--- src/bpfa_pkg.sv ---
// Shared types and constants of the bitmap page frame allocator.
package bpfa_pkg;

   localparam int NUM_FRAMES_DEFAULT = 4096;
   localparam int PAGE_SHIFT_DEFAULT = 12;
   localparam int WORD_BITS = 64;
   localparam int COUNT_W = 13;
   localparam logic [COUNT_W-1:0] COUNT_SAT = 13'h1FFF;

   typedef enum logic [2:0] {
      FUNC_ALLOC_ONE = 3'd0,
      FUNC_ALLOC_RUN = 3'd1,
      FUNC_FREE_ONE  = 3'd2,
      FUNC_MARK_USED = 3'd3,
      FUNC_MARK_FREE = 3'd4
   } func_type;

   typedef enum logic [2:0] {
      ST_INIT,
      ST_IDLE,
      ST_SCAN,
      ST_FILL,
      ST_RESP
   } state_type;

   // Commands from the controller to the datapath.
   typedef struct packed {
      logic load;
      logic init_step;
      logic scan_step;
      logic fill_step;
      logic finish;
   } cmd_type;

   // Status from the datapath to the controller.
   typedef struct packed {
      logic init_done;
      logic scan_done;
      logic scan_hit;
      logic fill_done;
      logic fill_needed;
      logic is_scan;
   } sts_type;

endpackage

--- src/bpfa_ctrl.sv ---
// Controller state machine of the bitmap page frame allocator.
module bpfa_ctrl
   import bpfa_pkg::*;
(
   input  logic    clock,
   input  logic    reset,
   input  logic    req_valid,
   output logic    req_stall,
   output logic    rsp_valid,
   input  logic    rsp_stall,
   input  sts_type sts,
   output cmd_type cmd
);

   state_type state_ff, state_in;

   always_ff @(posedge clock) begin
      if (reset) begin
         state_ff <= ST_INIT;
      end else begin
         state_ff <= state_in;
      end
   end

   always_comb begin
      state_in = state_ff;
      cmd = '0;
      req_stall = 1'b1;
      rsp_valid = 1'b0;
      unique case (state_ff)
         ST_INIT: begin
            cmd.init_step = 1'b1;
            if (sts.init_done) begin
               state_in = ST_IDLE;
            end
         end
         ST_IDLE: begin
            req_stall = 1'b0;
            if (req_valid) begin
               cmd.load = 1'b1;
               state_in = ST_SCAN;
            end
         end
         ST_SCAN: begin
            // Non-scan requests pass straight through to the fill state.
            cmd.scan_step = sts.is_scan;
            if (!sts.is_scan || sts.scan_done) begin
               state_in = ST_FILL;
            end
         end
         ST_FILL: begin
            cmd.fill_step = sts.fill_needed;
            if (!sts.fill_needed || sts.fill_done) begin
               cmd.finish = 1'b1;
               state_in = ST_RESP;
            end
         end
         ST_RESP: begin
            rsp_valid = 1'b1;
            if (!rsp_stall) begin
               state_in = ST_IDLE;
            end
         end
         default: state_in = ST_INIT;
      endcase
   end

   a_resp_holds: assert property (@(posedge clock) disable iff (reset)
      rsp_valid && rsp_stall |=> rsp_valid) else $error("response dropped");
   a_no_accept_busy: assert property (@(posedge clock) disable iff (reset)
      rsp_valid |-> req_stall) else $error("accept while answering");
   a_init_no_accept: assert property (@(posedge clock) disable iff (reset)
      state_ff == ST_INIT |-> req_stall) else $error("accept during clear");

endmodule

--- config.mk ---
export PLATFORM = sky130hd
export DESIGN_NAME = bpfa_ctrl
export DESIGN_NICKNAME = d
export VERILOG_FILES = /design/src/bpfa_pkg.sv /design/src/bpfa_ctrl.sv
export SDC_FILE = /design/constraint.sdc
export NUM_CORES = 1
export LEC_CHECK = 0
export ABC_CLOCK_PERIOD_IN_PS = 1350
export BUFFER_PORTS_ARGS = -buffer_cell sky130_fd_sc_hd__buf_4
export CELL_PAD_IN_SITES_DETAIL_PLACEMENT = 1
export CELL_PAD_IN_SITES_GLOBAL_PLACEMENT = 1
export CORE_AREA = 5 5 42 44
export DETAILED_ROUTE_END_ITERATION = 7
export DIE_AREA = 0 0 47 49
export PLACE_DENSITY = 0.74
export SLEW_MARGIN = 20
export SYNTH_ARGS = -nofsm -noshare
export SYNTH_HDL_FRONTEND = slang
export SYNTH_SLANG_ARGS = --single-unit
--- constraint.sdc ---
create_clock -name clock -period 1.35 [get_ports clock]
set_input_delay 0.0675 -clock clock [delete_from_list [all_inputs] [get_ports clock]]
set_output_delay 0.0675 -clock clock [all_outputs]
set_load 0.01 [all_outputs]
==> run_results.csv <==
group,metric,value,unit
run_status,outcome,"complete, but fails checks",
run_status,violations,"negative setup slack",
logic_synthesis,synth-edff-count,0,
logic_synthesis,postSynthCellCount,35,
cts,clk_pin_slew,0.04,ns
critical_path,critical_path_required,1.47,ns
critical_path,reg2reg_slack,-0.12,ns
logic_synthesis,synthDistinctLibCells,20,
placed_design,io_buffers,15,
grt,grt.overflow.total,0,
grt,grt_max_degree,8,
grt,grt_pass1_vias,395,
grt,grt_use_met3,1.11,%
floorplan,die_w,47,um
critical_path,cp-start-kind,"register",
floorplan,start_util,20.4,%
route,first_pass_iters,1,
floorplan,fp.dieH,49,um
route,drc,0,
cts,clk-insertion-delay-late,0.24,ns
finish,drive_gt1_share,68.8,%
logic_synthesis,ys_warn_count,0,
power_and_ir_drop,leakage,0.271,nW
grt,gr-usage-met2,16.3,%
logic_synthesis,syn_nets,45,
critical_path,slowest_delay,0.33,ns
finish,largest_reg_flops,3,
timing,finalSetupViolCount,3,
logic_synthesis,yosysSeqAreaShare,21.1,%
logic_synthesis,synth-async-reset-ratio,0,%
route,drt_first_iter_violations,0,
timing,min_period_over_period,109,%
timing,rsz0062_at_grt,"yes",
route,drt.antenna.violating_nets,0,
grt,grt_use_total,9.70,%
timing,finalHoldViolations,0,
run,maxCapViolations,0,
timing,period_needed,1.47,ns
timing,slew-limit-headroom,81.7,%
placed_design,gp_congestion,0.737,
power_and_ir_drop,swShare,34.2,%
finish,top_register,"state_ff",
power_and_ir_drop,power,0.910,mW
timing,slew_violations,0,
logic_synthesis,ys_ff_latch,3,
power_and_ir_drop,combinationalPowerShare,65.0,%
placed_design,place_ws,-0.0727,ns
cts,clock_sinks,3,
grt,top_usage_layer,"met2",
cts,cts_buffer_depth,2,
cts,cts_tree,"yes",
power_and_ir_drop,seq_power_share,17.3,%
route,viasPerCell,4.30,
floorplan,die_area,2300,um^2
finish,final_cell_area,586,um^2
placed_design,place_area,462,um^2
finish,final_nets,75,
finish,diodes,0,
power_and_ir_drop,p_int,0.599,mW
placed_design,dp_cells,72,
power_and_ir_drop,net-switching-power,0.311,mW
hold_path,holdCritPathClass,"input port to register",
cts,clock-root-buffer,"clkbuf_4",
timing,finalClockSkew,0.00663,ns
power_and_ir_drop,peakVddDrop,0.440,mV
critical_path,cp_common_cell,"mux2_4",
timing,tightest_slew,0.272,ns
timing,final.setup.worst_slack,-0.122,ns
route,wl_per_cell,11.8,um
route,routed_wl,944,um
logic_synthesis,yosys-top-cells-count,"3 x dfxtp_1, 3 x inv_1, 3 x nor2_1, 3 x nor3_1",
logic_synthesis,synthFlopType,"dfxtp_1",
grt,grtUsageMet1,10.5,%
logic_synthesis,avgSynthCellArea,8.15,um^2
logic_synthesis,synth.area.top_cells,"dfxtp_1 21%, mux2_4 11%, o32ai_4 9.6%",
critical_path,critPathBufInv,1,
route,vias,344,
floorplan,core_area,1400,um^2
grt,antenna_found_initial,0,
floorplan,pin_count,17,
logic_synthesis,synth.top_cell.area_share,21.1,%
critical_path,critPathCaptureType,"register",
finish,area_delta_synth_final,105,%
logic_synthesis,synth_area,285,um^2
critical_path,path_max_fanout,2,
grt,grt_pass1_wl,1620,um
critical_path,cp_cell_sequence,"buf_6 -> mux2_4 -> o32ai_4 -> a21oi_2 -> mux2_4",
finish,fin_cells,80,
power_and_ir_drop,pwr-share-clk,17.6,%
timing,fmax,679,MHz
placed_design,dp_hpwl,741,um
finish,reg_top3,"state_ff (3)",
critical_path,critical_path_class,"register to register",
critical_path,cp.arrival,1.59,ns
power_and_ir_drop,p_per_area,1550,nW/um^2
critical_path,crit_slowest_cell,"dfxtp_2",
cts,numCtsBuffers,3,
cts,htreeDepth,1,
critical_path,path_delay_family,"multiplexers",
floorplan,rows,14,
logic_synthesis,synth.largest_area_cell,"dfxtp_1",
## power groups by stage
stage	Clock (mW)	Sequential, mW	Combinational (mW)
CTS	0.171	0.159	0.551
global placement	0	0.153	0.439
global route	0.174	0.164	0.645
finish	0.161	0.158	0.592
detailed placement	0	0.153	0.452
floorplan	0	0.120	0.288
## repair_timing
action / 4_1_cts / 5_1_grt
hold endpoints to repair: 1 / 0
pin swaps: 4 / 5
setup buffers: 2 / 1
gates resized for setup: 13 / 7
hold buffers: 1 / 0
endpoints found under the setup margin: 8 / 8
## cell families (layout without fill, tap and decap cells)
logic type      count (synthesis)  in the layout  share of synthesized area [%]
compound gates                  7              7                           22.4
mux                             2              2                           10.5
flops                           3              3                           21.1
simple gates                   16             16                           30.7
buf+inv                         6             35                           12.3
xor+xnor                        1              1                           3.07
## worst min-delay path, delay by kind of cell
kind | cells | cell delay (ns)
AO/OA/AOI/OAI | 1 | 0.06
buffers and inverters | 1 | 0.09
AND/OR/NAND/NOR | 1 | 0.08
## placed cells by master, fill, tap and decap left out
cell type,n
a21oi_1,1
a21oi_2,2
buf_4,20
buf_6,7
clkbuf_1,1
clkbuf_4,3
dfxtp_1,1
dfxtp_2,1
dfxtp_4,1
dlygate4sd3_1,1
inv_1,2
inv_4,1
mux2_4,2
nand2_1,2
nand2b_1,1
nand3b_1,2
nor2_1,1
nor2_2,2
nor2b_1,1
nor2b_4,1
nor3_1,3
nor3b_2,1
o21ai_0,2
o31ai_1,1
o32ai_4,1
or3_4,2
xnor2_1,1
## metal layers
layer,part of all wire (%),vias to the layer above
met5,0,-
met4,2.0,0
met3,5.9,2
met2,56,11
met1,36,155
li1,-,176
## cell type report
class | instances | area [um^2]
fillers | 178 | 816
flip-flops and latches | 3 | 65.1
well taps | 16 | 20.0
inverters | 3 | 13.8
multi-input cells | 26 | 221
repair buffers | 28 | 239
clock buffers | 4 | 26.3
## stage by stage
step                hold slack, ns  utilization [%]  setup TNS, ns
floorplan                    0.137                -        -0.0711
global placement             0.260             32.9        -0.0731
detailed placement           0.261             32.9         -0.146
CTS                          0.106             39.3         -0.358
global route                 0.109             41.8         -0.449
finish                       0.101             41.8         -0.238
## worst paths after layout
path	from	endpoint	cells past startpoint
max	state_ff[0]	state_ff[1]	5
min	rsp_stall	state_ff[2]	3
max reg2reg	state_ff[0]	state_ff[1]	5
min reg2reg	state_ff[1]	state_ff[1]	2
No activity file was read; power rests on OpenSTA's default activity.
